File: src/sv/first_fit_segment_allocator_macros.svh
// Assertion macros for the first-fit segment allocator.
`ifndef FIRST_FIT_SEGMENT_ALLOCATOR_MACROS_SVH
`define FIRST_FIT_SEGMENT_ALLOCATOR_MACROS_SVH

// Same-cycle implication, checked outside reset.
`define FFSA_ASSERT_IMPL(lbl, ante, cons, msg) \
  lbl: assert property (@(posedge clk_i) disable iff (!rst_ni) (ante) |-> (cons)) \
    else $error(msg);

// Next-cycle implication, checked outside reset.
`define FFSA_ASSERT_NEXT(lbl, ante, cons, msg) \
  lbl: assert property (@(posedge clk_i) disable iff (!rst_ni) (ante) |=> (cons)) \
    else $error(msg);

`endif

File: src/sv/ffsa_pkg.sv
// Shared constants and types of the first-fit segment allocator.
`default_nettype none

package ffsa_pkg;

  localparam int MAX_SEGMENTS = 64;
  localparam int POS_BITS     = 16;
  localparam int ID_BITS      = 16;
  localparam int IDX_W        = $clog2(MAX_SEGMENTS);
  localparam int TREE_LEAVES  = 1 << IDX_W;
  localparam int TREE_DEPTH   = IDX_W;
  localparam int END_W        = POS_BITS + 1;

  typedef enum logic {
    REQ_ALLOC   = 1'b0,
    REQ_RELEASE = 1'b1
  } req_kind_e;

  // One held segment; tag is the slot number it was given.
  typedef struct packed {
    logic                vld;
    logic [ID_BITS-1:0]  owner;
    logic [POS_BITS-1:0] first;
    logic [POS_BITS-1:0] last;
    logic [IDX_W-1:0]    tag;
  } seg_cell_t;

  // Broadcast to the chain: insert or remove at one position.
  typedef struct packed {
    logic             ins;
    logic             rem;
    logic [IDX_W-1:0] pos;
  } shift_ctl_t;

  // Candidate travelling up the min tree.
  typedef struct packed {
    logic                vld;
    logic [IDX_W-1:0]    key;
    logic [IDX_W-1:0]    idx;
    logic [POS_BITS-1:0] val;
  } cand_t;

endpackage

`default_nettype wire

File: src/sv/ffsa_cell.sv
// One cell of the sorted segment chain: holds a segment, checks its gap and id.
`default_nettype none

module ffsa_cell (
  input  logic                          clk_i,
  input  logic                          rst_ni,
  input  logic [ffsa_pkg::IDX_W-1:0]    idx_i,
  input  ffsa_pkg::seg_cell_t           left_i,
  input  ffsa_pkg::seg_cell_t           right_i,
  input  ffsa_pkg::seg_cell_t           new_i,
  input  ffsa_pkg::shift_ctl_t          ctl_i,
  input  logic [ffsa_pkg::ID_BITS-1:0]  id_i,
  input  logic [ffsa_pkg::POS_BITS-1:0] len_i,
  input  logic [ffsa_pkg::POS_BITS-1:0] space_i,
  output ffsa_pkg::seg_cell_t           cell_o,
  output logic                          fit_o,
  output logic                          match_o,
  output logic [ffsa_pkg::POS_BITS-1:0] next_start_o
);
  import ffsa_pkg::*;

  logic                vld_q;
  logic [ID_BITS-1:0]  owner_q;
  logic [POS_BITS-1:0] first_q;
  logic [POS_BITS-1:0] last_q;
  logic [IDX_W-1:0]    tag_q;
  seg_cell_t           sel_d;
  logic [END_W-1:0]    end_w;

  assign cell_o = '{vld: vld_q, owner: owner_q, first: first_q, last: last_q, tag: tag_q};

  always_comb begin
    sel_d = cell_o;
    if (ctl_i.rem && (idx_i >= ctl_i.pos)) begin
      sel_d = right_i;
    end else if (ctl_i.ins) begin
      if (idx_i == ctl_i.pos) begin
        sel_d = new_i;
      end else if (idx_i > ctl_i.pos) begin
        sel_d = left_i;
      end
    end
  end

  always_ff @(posedge clk_i or negedge rst_ni) begin
    if (!rst_ni) begin
      vld_q <= 1'b0;
    end else begin
      vld_q <= sel_d.vld;
    end
  end

  always_ff @(posedge clk_i) begin
    owner_q <= sel_d.owner;
    first_q <= sel_d.first;
    last_q  <= sel_d.last;
    tag_q   <= sel_d.tag;
  end

  // last position a segment placed just after this one would cover
  assign end_w = {1'b0, last_q} + END_W'(len_i);

  assign fit_o = vld_q && (end_w < {1'b0, space_i}) &&
                 (!right_i.vld || (end_w < {1'b0, right_i.first}));
  assign match_o      = vld_q && (owner_q == id_i);
  assign next_start_o = last_q + POS_BITS'(1);

endmodule

`default_nettype wire

File: config.mk
export PLATFORM = sky130hd
export DESIGN_NAME = ffsa_cell
export DESIGN_NICKNAME = d
export VERILOG_FILES = /design/src/sv/first_fit_segment_allocator_macros.svh /design/src/sv/ffsa_pkg.sv /design/src/sv/ffsa_cell.sv
export SDC_FILE = /design/constraint.sdc
export NUM_CORES = 1
export LEC_CHECK = 0
export BUFFER_PORTS_ARGS = -buffer_cell sky130_fd_sc_hd__buf_4
export CORE_AREA = 4 4 114 116
export CTS_BUF_LIST = sky130_fd_sc_hd__clkbuf_16
export DETAILED_ROUTE_END_ITERATION = 7
export DIE_AREA = 0 0 118 120
export PLACE_DENSITY = 0.77
export SLEW_MARGIN = 20
export SYNTH_ARGS = -nofsm -noshare
export SYNTH_HDL_FRONTEND = slang
export SYNTH_SLANG_ARGS = --single-unit
File: constraint.sdc
create_clock -name clk_i -period 5.9 [get_ports clk_i]
set_input_delay 1.18 -clock clk_i [delete_from_list [all_inputs] [get_ports clk_i]]
set_output_delay 1.18 -clock clk_i [all_outputs]
set_load 0.02 [all_outputs]
==> results.md, run 1 <==
* NetSw at 0.6591 mW
* Reported max-cap violation count at 0
* Core Area at 11910 sq um
* Critical Path Slowest Stage Cell: fa_1
* Avg Inst Size Synth at 9.441 sq um
* Crit Path Max Fanout at 4
* PostCTS Resize Cnt at 0
* Setup WS pre-CTS at 0.3791 ns
* Number of synthesized flops with an enable pin at 54
* Num CTS Buffers at 5
* Vias at 4884
* Die W at 118 microns
* Clock latency on the worst-skew pair at 0.28 ns
* Pin count of the biggest net entering global routing at 80
* Switching part of the total at 36.81%
* CTS tree: built
* CP max stage delay at 0.40 ns
* Placed cell areas at 7274 sq um
* Rel. slew slack at 30.43%
* Synthesized area at 4881 sq um
* Die area at 14160 sq um
* Synth unique cells at 53
* Pwr dens at 240.4 nW/um^2
* Post-route setup slack at 0.3131 ns
* Routed WL at 16730 microns
* Combinational power share at 49.0%
* CP required at 4.72 ns
* Async S/R FF share, synth at 1.818%
* Max-slew violation count at 0
* Reg area at 1647 sq um
* Layout cell share with drive strength beyond 1 at 40.07%
* Critical setup path kind: in2out
* Grt total ovfl at 0
* Final period utilization at 94.69%
* Port bufs at 301
* Initial antenna violation count at 0
* Prevailing post-synth register cell: edfxtp_1
* Crit path cell chain: buf_4 -> ha_1 -> inv_1 -> fa_1 -> nor2b_1 -> o31ai_2 -> a2bb2oi_2 -> a21o_1 -> a21oi_1 -> xnor2_1 -> ha_1 -> a21oi_1 -> nor2_1 -> a211oi_1 -> o21ai_0 -> o2111ai_1 -> o2111a_1 -> buf_4
* Post-CTS setup buffer count at 0
* Starting Density at 40.98%
* Cell Count Post-Placement at 950
* Endpoints failing hold at 0
* Main area contributors after synthesis: edfxtp_1 (33%), ha_1 (14%), mux2i_1 (11%)
* Clk network pwr share at 19.3%
* Die Span Y at 120 microns
* GPL Wtd Cong at 0.9850
* Per-cell routed wire length at 17.46 microns
* Final setup fails at 0
* Multi-input logic area at 2980 sq um
* Sum Neg Setup Slack at 0 ns
* Adder-Cell Fraction of Synth Area at 14.00%
* Mux share of post-synthesis cell area at 11.59%
* Total GRT Usage at 22.95%
* Post-synth net total at 800
* Longest Clk Path Bufs at 2
* Flop pwr share at 31.7%
* # hold bufs at CTS at 0
* Simple-Gate Fraction of Synth Area at 11.43%
* Residual DRC at 0
* Post-synth top cells: nand2_1 (71), mux2i_1 (55), edfxtp_1 (54)
* Compound-Gate Fraction of Synth Area at 15.89%
* Most numerous cell in the Yosys netlist: nand2_1
* Largest family of logic cells by synthesized area: compound AO/OA/AOI/OAI gates
* Cell Count, Final, Fillers Out at 958
* Clock transition at path regs at 0.07 ns
* Outcome: finished clean
* RSZ-0062 raised after global routing: no
* Post-layout util at 62.54%
* Synth-to-layout area growth at 52.63%
* Fin area at 7450 sq um
* Critical path capture point type: primary output
* Antenna cells at 0
* Min-Delay Path Class: reg2reg
* Pleak at 3.375 nW
* Area leader, netlist: edfxtp_1
* Int Power at 1.131 mW
* Crit path arrival time at 4.41 ns
* Post-DP HPWL at 14640 microns
* Post-synthesis register bit count at 55
* Synthesized instance count at 517
* Sequential cell area fraction in the yosys report at 33.73%
* Number of fill cells at 1051
* Skew final at 0 ns
* Clk root buf: clkbuf_16
* Post-synth top area share at 33.22%
* Htree depth at 2
* Io pins at 302
* Wire length of the first global-routing pass at 26160 microns
* Nets at 1093
* DR pass1 iterations at 4
* Vias in the first global route at 5226
* Cell row count at 40
* ANT nets after route at 0
* Slew @ Worst Pin at 1.044 ns
* Vias per std cell at 5.098
* Worst-case vdd ir drop at 0.1363 mV
* CP Launch Type: input pin
* Xor and xnor area share after synthesis at 7.716%
* Max frequency at 179.0 MHz
* Minimum clock period at 5.587 ns
* Synth warnings at 0
* 1st-iter DRT viols at 206
* Num Clock Sinks at 55
[sequential cells by signal (all words and copies together), names as in the netlist]
name / flops
tag_q: 6
vld_q: 1
owner_q: 16
first_q: 16
last_q: 16
[critical path, delay by kind of cell]
| family | cells | cell delay (ns) |
|---|---|---|
| compound gates | 9 | 1.56 |
| xor+xnor | 1 | 0.22 |
| fa+ha+maj | 3 | 0.88 |
| simple gates | 2 | 0.26 |
| buf+inv | 3 | 0.30 |
[final cells by class]
cell class              count  area share [%]
multi-input cells         400           40.01
repair buffers            305           30.90
inverters                  43           2.167
flip-flops and latches     55           22.10
well taps                 147           2.469
clock inverters             3          0.6718
clock buffers               5           1.680
[per-layer routing]
metal  track usage (%)  share of wire, %  up-vias
li1                  -                 -     2451
met1             26.01                38     2202
met2             42.90                53      205
met3             5.137               6.6       26
met4             6.886               2.5        0
met5                 0                 0        -
[cell families after synthesis]
logic type               Yosys count
flip-flops                        55
buffers and inverters             62
XOR/XNOR                          43
multiplexers                      56
AND/OR/NAND/NOR                  121
adder cells (fa/ha/maj)           54
AO/OA/AOI/OAI                    126
[cell usage in the layout (no fill, tap or decap), drive strengths merged, types with 8 or more instances in the layout]
cell type / n
buf: 305
nand2: 71
xnor2: 31
nor2: 12
ha: 53
nand4: 8
nand3: 12
xor2: 12
o21ai: 69
edfxtp: 54
inv: 45
a21oi: 23
mux2i: 55
[power groups by stage]
stage | registers (mW) | clock network [mW] | logic (mW)
floorplan | 0.630 | 0 | 0.451
global placement | 0.575 | 0 | 0.857
detailed placement | 0.577 | 0 | 0.880
CTS | 0.569 | 0.354 | 0.882
global route | 0.576 | 0.373 | 0.971
finish | 0.568 | 0.346 | 0.877
[final timing paths]
kind                                   startpoint                 to  slack, ns  cells after the start
worst max-delay path                     len_i[0]              fit_o       0.31                     18
worst min-delay path            vld_q$_DFFE_PN0P_  vld_q$_DFFE_PN0P_       0.63                      1
worst max register to register  vld_q$_DFFE_PN0P_  vld_q$_DFFE_PN0P_       5.07                      1
worst min register to register  vld_q$_DFFE_PN0P_  vld_q$_DFFE_PN0P_       0.63                      1
max in group asynchronous                  rst_ni  vld_q$_DFFE_PN0P_       5.16                      1
min in group asynchronous                  rst_ni  vld_q$_DFFE_PN0P_       0.66                      1
[metrics by stage]
step	hold slack (ns)	total power, mW
2_1_floorplan	0.5280	1.081
3_3_place_gp	0.6322	1.432
3_5_place_dp	0.6223	1.457
4_1_cts	0.6400	1.805
5_1_grt	0.6446	1.919
6_report	0.6264	1.791
No activity file was read; power rests on OpenSTA's default activity.
==> run 2: changes to the inputs <==
--- a/config.mk
+++ b/config.mk
@@ -11,5 +11,5 @@
 export DETAILED_ROUTE_END_ITERATION = 7
 export DIE_AREA = 0 0 118 120
-export PLACE_DENSITY = 0.77
+export PLACE_DENSITY_LB_ADDON = 0.3
 export SLEW_MARGIN = 20
 export SYNTH_ARGS = -nofsm -noshare
==> constraint.sdc (replaced) <==
create_clock -name clk_i -period 5.9 [get_ports clk_i]
set_input_delay 1.18 -clock clk_i [delete_from_list [all_inputs] [get_ports clk_i]]
set_output_delay 1.18 -clock clk_i [all_outputs]
set_load 0.005 [all_outputs]
==> run 2 against run 1 <==
Compared with the run above:
- non-clock buffer count increased by 2
- critical endpoint unchanged
- routed wire length decreased by 1.3%
- via count increased by 0.96%
- sequential cell count unchanged
- combinational power decreased by 10%
- power decreased by 8.5%
- global-route usage decreased by 0.68 points
- register-to-register slack improved by 0.02 ns
- cell area decreased by 0.29%
- critical path depth decreased by 2
- die area unchanged
==> results.md, run 2 (synthesized netlist as in run 1, its figures left out) <==
* Outcome: finished clean
* Crit Path Max Fanout at 4
* Number of fill cells at 1021
* Hold EP: vld_q$_DFFE_PN0P_
* # hold bufs at CTS at 0
* Critical path capture point type: primary output
* Setup WS pre-CTS at 0.4244 ns
* Num CTS Buffers at 5
* Pin count of the biggest net entering global routing at 56
* Crit path max-delay family: compound AO/OA/AOI/OAI gates
* R2R setup slack at 5.09 ns
* Die Span Y at 120 microns
* Max frequency at 180.4 MHz
* Routed WL at 16510 microns
* Crit path cell chain: buf_4 -> ha_1 -> inv_1 -> fa_1 -> nor2b_1 -> o31ai_2 -> a2bb2oi_2 -> a31o_1 -> o21ai_1 -> xnor2_1 -> ha_1 -> a21o_1 -> a221oi_1 -> o211a_1 -> o2111a_1 -> buf_4
* Grt total ovfl at 0
* Max-slew violation count at 0
* Worst reg2reg startpoint: vld_q$_DFFE_PN0P_
* Most common cell after layout, fill and taps aside: buf_4
* Per-cell routed wire length at 17.22 microns
* Nets at 1095
* CP required at 4.72 ns
* RR Endpoint: vld_q$_DFFE_PN0P_
* Critical Path Slowest Stage Cell: fa_1
* Layout cell share with drive strength beyond 1 at 40.15%
* Clock transition at path regs at 0.07 ns
* Endpoints failing hold at 0
* Die area at 14160 sq um
* Reported max-cap violation count at 0
* Rel. slew slack at 34.49%
* Total power at 1.638 mW
* Post-DP HPWL at 14210 microns
* Hold path depth at 1
* Cell row count at 40
* Htree depth at 2
* Vias in the first global route at 5204
* CP Launch Type: input pin
* Final period utilization at 93.95%
* PostCTS Resize Cnt at 0
* Largest regs: first_q: 16 flops, last_q: 16 flops, owner_q: 16 flops
* Vias per std cell at 5.142
* Slew @ Worst Pin at 0.9803 ns
* Io pins at 302
* Wire length of the first global-routing pass at 25470 microns
* Num Clock Sinks at 55
* GPL Wtd Cong at 0.9295
* Clock latency on the worst-skew pair at 0.28 ns
* CTS tree: built
* Worst-case vdd ir drop at 0.1109 mV
* Starting Density at 40.98%
* Initial antenna violation count at 0
* Multi-input logic area at 2980 sq um
* Port bufs at 301
* Post-route setup slack at 0.3571 ns
* Cell Count Post-Placement at 952
* Sum Neg Setup Slack at 0 ns
* Fin area at 7428 sq um
* Post-CTS setup buffer count at 0
* Longest Clk Path Bufs at 2
* CP max stage delay at 0.40 ns
* Minimum clock period at 5.543 ns
* Crit path arrival time at 4.36 ns
* Pleak at 3.369 nW
* Critical setup path kind: in2out
* DR pass1 iterations at 4
* Antenna cells at 0
* Vias at 4931
* Min-Delay Path Class: reg2reg
* Worst r2r path cells at 1
* Pwr dens at 220.5 nW/um^2
* Core Area at 11910 sq um
* Buf/Inv on CP at 3
* Hold wc startpoint: vld_q$_DFFE_PN0P_
* Skew final at 0 ns
* Total GRT Usage at 22.27%
* Final setup fails at 0
* ANT nets after route at 0
* Commonest cells after routing, fill and taps aside: buf_4 (306), nand2_1 (71), mux2i_1 (55), edfxtp_1 (54), ha_1 (53)
* Synth-to-layout area growth at 52.19%
* 1st-iter DRT viols at 266
* Residual DRC at 0
* Die W at 118 microns
* Placed cell areas at 7289 sq um
* RSZ-0062 raised after global routing: no
* Cell Count, Final, Fillers Out at 959
* Clk root buf: clkbuf_16
* Reg area at 1647 sq um
==> run 2: how the worst max path moves through the flow <==
| stage | start | end | slack [ns] | cells past startpoint |
|---|---|---|---|---|
| after floorplan | len_i[0] | fit_o | 1.02 | 16 |
| after global placement | len_i[0] | fit_o | 0.60 | 18 |
| after detailed placement | len_i[0] | fit_o | 0.42 | 16 |
| after CTS | len_i[0] | fit_o | 0.42 | 16 |
| after global routing | len_i[0] | fit_o | 0.10 | 18 |
| final | len_i[0] | fit_o | 0.36 | 16 |
==> run 2: per-stage QoR <==
stage | hold WS (ns) | util (%)
final | 0.6005 | 62.36
after global routing | 0.6180 | 62.36
after CTS | 0.6043 | 62.36
after detailed placement | 0.5976 | 61.20
after global placement | 0.5883 | 61.20
after floorplan | 0.5280 | -
==> run 2: layout make-up <==
| cell class | instances | share of cell area [%] |
|---|---|---|
| clock inverters | 2 | 0.1853 |
| repair buffers | 307 | 31.19 |
| inverters | 43 | 2.173 |
| clock buffers | 5 | 1.684 |
| multi-input cells | 400 | 40.12 |
| flip-flops and latches | 55 | 22.17 |
| well taps | 147 | 2.476 |
==> run 2: power by group <==
group / switching (mW) / internal [mW]
Sequential: 0.0560 / 0.509
Clock: 0.131 / 0.155
Combinational: 0.371 / 0.415
==> run 2: metal layers <==
layer	track usage (%)	part of all wire [%]	wire, microns
met5	0	0	0
met4	7.912	3.0	495
met3	5.561	6.7	1104
met2	42.29	53	8815
met1	23.85	37	6095
